### config.mk
export PLATFORM = sky130hd
export DESIGN_NAME = luhn_card_number_classifier_core
export DESIGN_NICKNAME = d
export VERILOG_FILES = /design/src/hw/rtl/lcc_pkg.sv /design/src/hw/rtl/lcc_digit_unit.sv /design/src/hw/rtl/luhn_card_number_classifier_core.sv
export VERILOG_INCLUDE_DIRS = /design/src /design/src/hw/rtl
export SDC_FILE = /design/constraint.sdc
export NUM_CORES = 1
export LEC_CHECK = 0
export BUFFER_PORTS_ARGS = -buffer_cell sky130_fd_sc_hd__buf_2
export CAP_MARGIN = 20
export CORE_AREA = 2 2 89 91
export DETAILED_ROUTE_END_ITERATION = 6
export DIE_AREA = 0 0 91 93
export GPL_TIMING_DRIVEN = 0
export SYNTH_ARGS = -nofsm -noshare
export SYNTH_HDL_FRONTEND = slang
export SYNTH_HIERARCHICAL = 1
export SYNTH_SLANG_ARGS = --single-unit
export TNS_END_PERCENT = 5
### constraint.sdc
create_clock -name aclk -period 3.4 [get_ports aclk]
set_input_delay 0.51 -clock aclk [delete_from_list [all_inputs] [get_ports aclk]]
set_output_delay 0.51 -clock aclk [all_outputs]
set_load 0.01 [all_outputs]
### src/hw/rtl/assert_macros.svh
// Assertion helpers used by the classifier core.
`ifndef ASSERT_MACROS_SVH
`define ASSERT_MACROS_SVH

// Flags a condition that must never be true while out of reset.
`define ASSERT_NEVER(label, clk, rst_n, cond, msg) \
    label: assert property (@(posedge clk) disable iff (!rst_n) !(cond)) else $error(msg);

// Flags a consequent that does not hold in the cycle of its antecedent.
`define ASSERT_IMPLIES(label, clk, rst_n, ante, cons, msg) \
    label: assert property (@(posedge clk) disable iff (!rst_n) (ante) |-> (cons)) \
        else $error(msg);

`endif

### src/hw/rtl/lcc_pkg.sv
package lcc_pkg;

    // Default saturation point of the digit counter.
    localparam int MAX_COUNT_DEF = 31;

    // Width of the input word: one digit, padded to a byte.
    localparam int DIGIT_W   = 4;
    localparam int S_TDATA_W = 8;

    // Card network codes.
    localparam logic [1:0] KIND_INVALID = 2'd0;
    localparam logic [1:0] KIND_PFX4    = 2'd1;
    localparam logic [1:0] KIND_PFX5X   = 2'd2;
    localparam logic [1:0] KIND_PFX3X   = 2'd3;

    // Card lengths that the networks use.
    localparam int LEN_SHORT = 13;
    localparam int LEN_MID   = 15;
    localparam int LEN_LONG  = 16;

    typedef logic [DIGIT_W-1:0] digit_t;

    // Verdict handed from the digit unit to the result register.
    typedef struct packed {
        logic [1:0] kind;
        logic       ok;
    } lcc_verdict_t;

    // Folds a raw 4-bit code onto 0..9.
    function automatic digit_t lcc_mod10(input digit_t raw);
        return (raw >= digit_t'(10)) ? digit_t'(raw - digit_t'(10)) : raw;
    endfunction

    // Luhn doubling: 2d, minus 9 when that reaches ten.
    function automatic digit_t lcc_double(input digit_t d);
        digit_t r;
        case (d)
            4'd0:    r = 4'd0;
            4'd1:    r = 4'd2;
            4'd2:    r = 4'd4;
            4'd3:    r = 4'd6;
            4'd4:    r = 4'd8;
            4'd5:    r = 4'd1;
            4'd6:    r = 4'd3;
            4'd7:    r = 4'd5;
            4'd8:    r = 4'd7;
            4'd9:    r = 4'd9;
            default: r = 4'd0;
        endcase
        return r;
    endfunction

    // Adds two values in 0..9 modulo ten.
    function automatic digit_t lcc_add_mod10(input digit_t a, input digit_t b);
        logic [DIGIT_W:0] s;
        s = {1'b0, a} + {1'b0, b};
        return (s >= 5'd10) ? digit_t'(s - 5'd10) : digit_t'(s);
    endfunction

endpackage

### src/hw/rtl/lcc_digit_unit.sv
module lcc_digit_unit #(
    parameter int MAX_COUNT = lcc_pkg::MAX_COUNT_DEF,
    localparam int CountW   = $clog2(MAX_COUNT + 1)
) (
    input  logic                 aclk,
    input  logic                 aresetn,
    input  logic                 step,
    input  lcc_pkg::digit_t      digit,
    input  logic                 is_last,
    output lcc_pkg::lcc_verdict_t verdict,
    output logic [CountW-1:0]    len
);
    import lcc_pkg::*;

    digit_t            sum_even_reg, sum_even_next;
    digit_t            sum_odd_reg,  sum_odd_next;
    logic [CountW-1:0] count_reg,    count_next;
    digit_t            first_reg,    first_next;
    digit_t            second_reg,   second_next;

    digit_t d;
    digit_t dbl;
    digit_t sum_pick;
    logic   len_short, len_mid, len_long;

    // Digit update: both parity sums, the count and the prefix.
    always_comb begin
        d             = lcc_mod10(digit);
        dbl           = lcc_double(d);
        first_next    = (count_reg == '0) ? d : first_reg;
        second_next   = (count_reg == CountW'(1)) ? d : second_reg;
        if (!count_reg[0]) begin
            sum_even_next = lcc_add_mod10(sum_even_reg, dbl);
            sum_odd_next  = lcc_add_mod10(sum_odd_reg, d);
        end else begin
            sum_even_next = lcc_add_mod10(sum_even_reg, d);
            sum_odd_next  = lcc_add_mod10(sum_odd_reg, dbl);
        end
        count_next = (count_reg < CountW'(MAX_COUNT)) ? count_reg + CountW'(1) : count_reg;
    end

    // Verdict for a number that ends with this digit.
    always_comb begin
        len         = count_next;
        sum_pick    = len[0] ? sum_odd_next : sum_even_next;
        verdict.ok  = (sum_pick == '0);
        len_short   = (len == CountW'(LEN_SHORT));
        len_mid     = (len == CountW'(LEN_MID));
        len_long    = (len == CountW'(LEN_LONG));
        verdict.kind = KIND_INVALID;
        if (verdict.ok) begin
            if (first_next == 4'd4 && (len_short || len_long)) begin
                verdict.kind = KIND_PFX4;
            end else if (first_next == 4'd5 && second_next >= 4'd1 && second_next <= 4'd5
                         && len_long) begin
                verdict.kind = KIND_PFX5X;
            end else if (first_next == 4'd3 && (second_next == 4'd4 || second_next == 4'd7)
                         && len_mid) begin
                verdict.kind = KIND_PFX3X;
            end
        end
    end

    // Running state; a final digit clears it for the next number.
    always_ff @(posedge aclk) begin
        if (!aresetn) begin
            sum_even_reg <= '0;
            sum_odd_reg  <= '0;
            count_reg    <= '0;
            first_reg    <= '0;
            second_reg   <= '0;
        end else if (step) begin
            if (is_last) begin
                sum_even_reg <= '0;
                sum_odd_reg  <= '0;
                count_reg    <= '0;
                first_reg    <= '0;
                second_reg   <= '0;
            end else begin
                sum_even_reg <= sum_even_next;
                sum_odd_reg  <= sum_odd_next;
                count_reg    <= count_next;
                first_reg    <= first_next;
                second_reg   <= second_next;
            end
        end
    end

endmodule

### src/hw/rtl/luhn_card_number_classifier_core.sv
// Luhn card number classifier.
// The slave channel takes one decimal digit per word, most significant
// first, in s_tdata[3:0]; s_tlast marks the final digit of a number.
// Codes 10 to 15 are folded onto 0 to 5.
// The master channel carries one word per number, sent for its final
// digit: card kind, Luhn check flag and the digit count, which saturates
// at MAX_COUNT.
// A digit word enters an input register; from there the Luhn sums,
// counter and prefix are updated and, for a final digit, the verdict is
// computed in one pass into the result register, whose word shows on the
// master side.
// Throughput is one digit per cycle except while a final digit stalls. Only
// a final digit needs the result register, so when the receiver holds
// m_tready low with a word pending, a final digit waits in the input
// register and s_tready drops; other digits keep flowing.
// Reset clears the sums, the counter, the prefix and both valid flags.
`include "assert_macros.svh"

module luhn_card_number_classifier_core #(
    parameter int MAX_COUNT = lcc_pkg::MAX_COUNT_DEF,
    localparam int CountW   = $clog2(MAX_COUNT + 1),
    localparam int MDataW   = ((3 + CountW + 7) / 8) * 8
) (
    input  logic                          aclk,
    input  logic                          aresetn,
    input  logic                          s_tvalid,
    output logic                          s_tready,
    input  logic [lcc_pkg::S_TDATA_W-1:0] s_tdata,   // [3:0] digit, rest zero
    input  logic                          s_tlast,   // is_last
    output logic                          m_tvalid,
    input  logic                          m_tready,
    output logic [MDataW-1:0]             m_tdata    // card_kind, checksum_ok, digit_count
);
    import lcc_pkg::*;

    logic              in_vld_reg, in_vld_next;
    digit_t            in_digit_reg;
    logic              in_last_reg;
    logic              out_vld_reg, out_vld_next;
    lcc_verdict_t      out_verdict_reg;
    logic [CountW-1:0] out_count_reg;

    logic              advance;
    logic              s_take;
    lcc_verdict_t      verdict;
    logic [CountW-1:0] len;

    // A digit moves on unless it is final and the result register is full and not being read.
    assign advance  = in_vld_reg && (!in_last_reg || !out_vld_reg || m_tready);
    assign s_tready = !in_vld_reg || advance;
    assign s_take   = s_tvalid && s_tready;

    lcc_digit_unit #(
        .MAX_COUNT(MAX_COUNT)
    ) u_digit (
        .aclk    (aclk),
        .aresetn (aresetn),
        .step    (advance),
        .digit   (in_digit_reg),
        .is_last (in_last_reg),
        .verdict (verdict),
        .len     (len)
    );

    // Valid flags of both registers.
    always_comb begin
        in_vld_next = s_take ? 1'b1 : (advance ? 1'b0 : in_vld_reg);
        if (advance && in_last_reg) begin
            out_vld_next = 1'b1;
        end else if (m_tready) begin
            out_vld_next = 1'b0;
        end else begin
            out_vld_next = out_vld_reg;
        end
    end

    always_ff @(posedge aclk) begin
        if (!aresetn) begin
            in_vld_reg  <= 1'b0;
            out_vld_reg <= 1'b0;
        end else begin
            in_vld_reg  <= in_vld_next;
            out_vld_reg <= out_vld_next;
        end
    end

    // Input word and result word payloads.
    always_ff @(posedge aclk) begin
        if (s_take) begin
            in_digit_reg <= s_tdata[DIGIT_W-1:0];
            in_last_reg  <= s_tlast;
        end
        if (advance && in_last_reg) begin
            out_verdict_reg <= verdict;
            out_count_reg   <= len;
        end
    end

    assign m_tvalid = out_vld_reg;
    assign m_tdata  = {{(MDataW - 3 - CountW){1'b0}}, out_count_reg,
                       out_verdict_reg.ok, out_verdict_reg.kind};

    `ASSERT_NEVER(a_count_sat, aclk, aresetn,
        m_tvalid && (out_count_reg > CountW'(MAX_COUNT)), "digit count above saturation")
    `ASSERT_IMPLIES(a_kind_needs_ok, aclk, aresetn,
        m_tvalid && (out_verdict_reg.kind != KIND_INVALID), out_verdict_reg.ok,
        "network reported without a passing checksum")
    `ASSERT_IMPLIES(a_pfx5_len, aclk, aresetn,
        m_tvalid && (out_verdict_reg.kind == KIND_PFX5X),
        out_count_reg == CountW'(LEN_LONG), "prefix 51..55 network with wrong length")
    `ASSERT_IMPLIES(a_inner_no_stall, aclk, aresetn,
        in_vld_reg && !in_last_reg, advance, "non-final digit stalled")

endmodule
==> results of run 1 <==
## where the power goes
group / total [mW] / internal [mW] / switching (mW)
combinational: 0.431 / 0.207 / 0.224
sequential: 0.473 / 0.459 / 0.0136
clock: 0.292 / 0.142 / 0.151
total: 1.20 / 0.808 / 0.388
## routing by layer
| metal | vias up | global-route usage, % |
|---|---|---|
| met5 | - | 0 |
| met4 | 0 | 5.56 |
| met3 | 12 | 2.18 |
| met2 | 44 | 30.4 |
| met1 | 1209 | 23.5 |
| li1 | 1322 | - |
## final timing paths
path / slack [ps] / endpoint / cells past startpoint
worst max-delay path: -200 / m_tdata[1]$_DFFE_PP_ / 16
worst min-delay path: 390 / in_digit_reg[3]$_DFFE_PP_ / 1
worst max register to register: -200 / m_tdata[1]$_DFFE_PP_ / 16
worst min register to register: 510 / u_digit/sum_even_reg[2]$_SDFFE_PN0P_ / 2
## layout make-up
type	instances	area (µm²)	area share [%]
Multi-Input combinational cell	266	2180	59.2
Sequential cell	36	851	23.1
Timing Repair Buffer	47	315	8.57
Tap cell	102	128	3.47
Inverter	22	92.6	2.52
Clock buffer	6	72.6	1.97
Buffer	7	30.0	0.816
Clock inverter	2	11.3	0.306
## repair_timing
| item | in CTS | in global routing |
|---|---|---|
| gates resized for setup | 38 | 13 |
| endpoints found under the setup margin | 8 | 9 |
| setup buffers | 22 | 7 |
| pin swaps | 18 | 17 |
| cloned | 0 | 0 |
## cell families after synthesis
group,count (synthesis),share of synthesized area (%)
muxes,10,3.54
xor gates and xnor gates,10,3.02
buffers and inverters,30,4.01
AOI/OAI and AO/OA,100,24.2
and+or+nand+nor,118,22.8
DFF,36,29.3
adders and majority gates,28,13.1
## cells in the final DEF, fill, tap and decap left out, drive strengths merged, types with 3 or more instances in the layout
cell type | Yosys | routed
clkinv | 2 | 3
nand2b | 9 | 9
a21boi | 6 | 6
a211oi | 7 | 7
mux2i | 8 | 8
a31oi | 6 | 6
fa | 4 | 4
dfxtp | 23 | 23
a21o | 6 | 6
inv | 20 | 20
ha | 24 | 24
o21ai | 11 | 11
clkbuf | 4 | 9
nor2b | 22 | 22
xnor2 | 7 | 7
a22oi | 13 | 13
o31ai | 4 | 4
a21oi | 24 | 24
o211ai | 4 | 4
nand2 | 25 | 25
o22ai | 3 | 3
nor2 | 21 | 21
nand3 | 9 | 9
nor3 | 5 | 5
xor2 | 3 | 3
and2 | 8 | 8
buf | 4 | 51
edfxtp | 13 | 13
a32oi | 3 | 3
## per-stage QoR
step	hold slack, ps	power [mW]	area [µm²]
2_1_floorplan	460	0.721	2930
3_3_place_gp	499	0.788	3150
3_5_place_dp	500	0.795	3150
4_1_cts	383	1.18	3570
5_1_grt	378	1.27	3680
6_report	393	1.20	3680
==> impl_results.md, run 1 <==
- Outcome: finished with violations
- Violated checks: negative setup slack
- Vias per cell: 5.30
- Post-placement cell count: 452
- Mapped Nets: 373
- Max cap viols: 0
- Area grow syn2layout: 26.9%
- Critical path launch point type: flop
- Final ANT Viol Nets: 0
- Proportion of layout cells with a drive suffix above 1: 27.7%
- Hold path startpoint: s_tdata[3]
- WL final: 7210 µm
- Final Hold Fails: 0
- P_leak: 1.47 nW
- Vias: 2587
- Total GRT Usage: 17.8%
- Post-synth top area cell: dfxtp_1
- Syn avg cell area: 8.74 µm²
- Final Worst Setup Slack: -201 ps
- Critical Path Source: in_digit_reg[1]$_DFFE_PP_
- Slew HR: 50.3%
- Sequential element share of the synthesized area: 29.3%
- # rows: 32
- Number of flops mapped to enable cells by yosys: 13
- Worst setup path category: reg2reg
- Clock Latency Late Sink: 290 ps
- Worst-case vdd ir drop: 0.306 mV
- Fillers: 740
- CTS tree: done
- Total negative slack: -807 ps
- Largest net degree at the start of global routing: 12
- Iter 0 DRT Violations: 151
- Required @ worst endpoint: 3440 ps
- Hold Crit Class: in2reg
- Final Cycle Share: 106%
- Bufs on Longest Clock Path: 2
- Wire per inst: 14.8 µm
- Delay-heaviest family, CP: compound AO/OA/AOI/OAI gates
- Initial Util: 38.5%
- Die width: 91 µm
- WP buf/inv: 3
- Clk slew on worst S/H paths: 70 ps
- Clock buffer count from CTS: 5
- CP Max Fanout: 5
- DR top layer: met4
- DRC Markers: 0
- I/O Pins: 23
- Post-synth top cells: 25 x nand2_1, 24 x ha_1, 23 x a21oi_1, 23 x dfxtp_1, 22 x nor2b_1
- Die Area: 8460 µm²
- Cells after synthesis: 332
- Antenna cells: 0
- Worst clock skew: 9.11 ps
- Initial DRT Pass Iterations: 4
- Met3 wire len: 167 µm
- Minimum clock period: 3600 ps
- Die Y: 93 µm
- Core Box Area: 7530 µm²
- Slowest stage delay, CP: 430 ps
- Power density cells: 325 nW/µm²
- CP Capture Type: flop
- IO Port Bufs: 18
- Synth area leaders: dfxtp_1 16%, edfxtp_1 13%, ha_1 10%, nor2b_1 4.7%, a21oi_1 4.0%
- CTS Sinks: 36
- Routability Congestion: 0.864
- First-pass GRT wire length: 12300 µm
- Final setup viols: 5
- Metal1 wirelength: 3390 µm
- Root buf cell: clkbuf_8
- Least-Margin Pin Slew: 743 ps
- Detail Placement HPWL: 5110 µm
- Number of synthesis warnings: 6
- Number of global-route vias before repair: 2607
- Main synth FF type: dfxtp_1
- Slowest cell on crit path: edfxtp_1
- H-tree lvl count: 2
- Synth top area share: 15.9%
- Post-CTS Hold Buffers: 0
- Total global routing overflow: 0
- Mapped cell area: 2900 µm²
- Post-synthesis register bit count: 36
- WL met2: 3530 µm
- Fin util: 48.9%
- Initial antenna violation count: 0
- Top-count cell post-synth: nand2_1
- Post-layout net count: 426
- Max Slew Vio Count: 0
- Achievable frequency: 0.278 GHz
- Synth cell types: 63
- Worst Path Arrival: 3640 ps
- Pre-CTS setup slack: -576 ps
- Ys async rst share: 0%
- Crit path cell chain: buf_4 > a21oi_2 > a21o_4 > nand3_1 > a21oi_2 > a31o_2 > inv_2 > fa_2 > xor2_4 > ha_4 > a21bo_4 > a211oi_4 > buf_4 > o31ai_4 > o211ai_4 > a22oi_2
- RSZ-0062 raised after global routing: yes
- Post-Layout Cell Count: 488
- Reg2reg start: in_digit_reg[1]$_DFFE_PP_
No activity file was read; power rests on OpenSTA's default activity.
==> inputs of run 2 (changes only) <==
--- a/config.mk
+++ b/config.mk
@@ -8,9 +8,9 @@
 export LEC_CHECK = 0
 export BUFFER_PORTS_ARGS = -buffer_cell sky130_fd_sc_hd__buf_2
 export CAP_MARGIN = 20
-export CORE_AREA = 2 2 89 91
+export CORE_AREA = 2 2 81 99
 export DETAILED_ROUTE_END_ITERATION = 6
-export DIE_AREA = 0 0 91 93
+export DIE_AREA = 0 0 83 101
 export GPL_TIMING_DRIVEN = 0
 export SYNTH_ARGS = -nofsm -noshare
 export SYNTH_HDL_FRONTEND = slang
==> run 2 against run 1 <==
Total power fell by 0.13%. Clock skew decreased by 2.2 ps. Routed wire length grew 1.2%. The flow still finishes with violations (negative setup slack). Utilization increased by 0.10 points. Critical path type unchanged.
==> impl_results.md, run 2 (same netlist as run 1, synthesis figures left out) <==
- CTS tree: done
- Total negative slack: -1340 ps (-530 ps)
- P_leak: 1.47 nW (-0.13%)
- Sw Share: 32.6% (+0.15 points)
- Hold Crit Class: in2reg
- Final Cycle Share: 109% (+2.9 points)
- Initial antenna violation count: 0 (unchanged)
- Max Slew Vio Count: 0 (unchanged)
- Worst Path Arrival: 3740 ps (+100 ps)
- CP Max Fanout: 5 (unchanged)
- Area grow syn2layout: 26.5%
- Commonest non-fill, non-tap cell in the layout: buf_4
- Antenna cells: 0 (unchanged)
- Routability Congestion: 0.820 (-5.1%)
- Final setup viols: 5 (unchanged)
- Minimum clock period: 3700 ps (+99.4 ps)
- I/O Pins: 23 (unchanged)
- Hold path startpoint: s_tlast
- Worst-case vdd ir drop: 0.321 mV (+5.0%)
- Fillers: 683 (-7.7%)
- Clk slew on worst S/H paths: 70 ps (about the same)
- RSZ-0062 raised after global routing: yes
- Pwr Total: 1.19 mW (-0.13%)
- CTS Sinks: 36 (unchanged)
- Commonest cells after routing, fill and taps aside: 27 x buf_4, 23 x nand2_1, 23 x dfxtp_1
- Final Hold Fails: 0 (unchanged)
- Cells on worst reg2reg path: 17 (+1)
- RR Endpoint: m_tdata[1]$_DFFE_PP_
- Number of global-route vias before repair: 2552 (-2.1%)
- NetSw: 0.390 mW (+0.33%)
- Hold Crit Depth: 1 (unchanged)
- Fin util: 49.0% (+0.10 points)
- Post-layout net count: 426 (unchanged)
- Reg2reg start: in_digit_reg[1]$_DFFE_PP_
- Final ANT Viol Nets: 0 (unchanged)
- Worst setup path category: reg2reg
- H-tree lvl count: 2 (unchanged)
- First-pass GRT wire length: 12000 µm (-3.1%)
- Placed inst area: 3130 µm² (-0.40%)
- CP Capture Type: flop
- Iter 0 DRT Violations: 117 (-23%)
- Hold_ws: 393 ps (-0.00100 ps)
- Logic pwr share: 35.8% (-0.2 points)
- Core Box Area: 7490 µm² (-0.52%)
- Largest net degree at the start of global routing: 13 (+1)
- Post-Layout Inst Area: 3670 µm² (-0.31%)
- Initial DRT Pass Iterations: 4 (unchanged)
- Proportion of layout cells with a drive suffix above 1: 28.5% (+0.78 points)
- Vias per cell: 5.41 (+2.1%)
- Initial Util: 38.7% (+0.20 points)
- Worst clock skew: 6.96 ps (-2.16 ps)
- Total GRT Usage: 17.6% (-0.17 points)
- Pre-CTS setup slack: -634 ps (-57.8 ps)
- Achievable frequency: 0.270 GHz (-2.7%)
- Required @ worst endpoint: 3440 ps (about the same)
- Wire per inst: 15.3 µm (+3.3%)
- # rows: 35 (+9.4%)
- Max cap viols: 0 (unchanged)
- Total global routing overflow: 0 (unchanged)
- Die Y: 101 µm (+8.6%)
- Post-CTS Hold Buffers: 0 (unchanged)
- Detail Placement HPWL: 5220 µm (+2.2%)
- Root buf cell: clkbuf_8
- Least-Margin Pin Slew: 779 ps (+36.8 ps)
- Reg2reg setup slack: -300 ps (-100 ps)
- Clock Latency Late Sink: 290 ps (about the same)
- Outcome: finished with violations
- Clock power share: 24.7% (+0.2 points)
- Vias: 2588 (+0.039%)
- Power density cells: 326 nW/µm² (+0.18%)
- Critical Path Source: in_digit_reg[1]$_DFFE_PP_
- Die width: 83 µm (-8.8%)
- Bufs on Longest Clock Path: 2 (unchanged)
- Sequential power share: 39.6% (about the same)
- Die Area: 8380 µm² (-0.95%)
- Violated checks: negative setup slack
- WL final: 7290 µm (+1.2%)
- IO Port Bufs: 18 (unchanged)
- Post-placement cell count: 442 (-2.2%)
- Slew HR: 47.8% (-2.5 points)
- Post-Layout Cell Count: 478 (-2.0%)
- DRC Markers: 0 (unchanged)
- Final Worst Setup Slack: -301 ps (-99.4 ps)
- Internal power: 0.805 mW (-0.35%)
- Clock buffer count from CTS: 5 (unchanged)
- Terminating pin of the worst hold path: in_last_reg$_DFFE_PP_
- Critical path launch point type: flop
run 2: layout make-up:
type | instances | area (µm²) | area share, %
Clock inverter | 2 | 12.5 | 0.341
Timing Repair Buffer | 47 | 315 | 8.59
Inverter | 22 | 90.1 | 2.46
Tap cell | 92 | 115 | 3.14
Sequential cell | 36 | 851 | 23.2
Clock buffer | 6 | 72.6 | 1.98
Multi-Input combinational cell | 266 | 2180 | 59.5
Buffer | 7 | 30.0 | 0.819
run 2: how the worst max path moves through the flow:
stage / depth (start not counted) / end / slack [ps]
final: 17 / m_tdata[1]$_DFFE_PP_ / -300
after global routing: 17 / m_tdata[1]$_DFFE_PP_ / -430
after CTS: 16 / m_tdata[1]$_DFFE_PP_ / -190
after detailed placement: 17 / m_tdata[0]$_DFFE_PP_ / -630
after global placement: 16 / m_tdata[0]$_DFFE_PP_ / -590
after floorplan: 17 / m_tdata[1]$_DFFE_PP_ / -30
run 2: critical path: stages (launching register included):
cell and delay (ps):
edfxtp_1 430, inv_2 100, ha_4 210, a21o_4 260, inv_6 80, nand3_2 80
a21oi_2 150, a31o_2 150, inv_2 50, fa_2 390, xor2_4 220, ha_4 180
a21bo_4 240, a211oi_4 330, or3_4 200, nand4b_4 130, o211ai_4 140, a22oi_2 110
run 2: power by group through the flow:
| stage | Clock [mW] | Combinational, mW | Sequential [mW] |
|---|---|---|---|
| 3_5_place_dp | 0 | 0.313 | 0.482 |
| 5_1_grt | 0.329 | 0.467 | 0.474 |
| 6_report | 0.295 | 0.427 | 0.473 |
| 4_1_cts | 0.307 | 0.385 | 0.472 |
| 2_1_floorplan | 0 | 0.241 | 0.480 |
| 3_3_place_gp | 0 | 0.307 | 0.482 |
run 2: timing repair:
item | 4_1_cts | 5_1_grt
setup endpoints to repair | 9 | 9
setup buffers | 22 | 7
gates resized for setup | 30 | 22
pin swaps | 13 | 17
run 2: per-layer routing:
layer	vias up	GRT usage (%)	share of wire, %
li1	1321	-	-
met1	1234	20.4	44
met2	28	33.7	53
met3	5	2.54	2.0
met4	0	4.79	0.84
met5	-	0	0
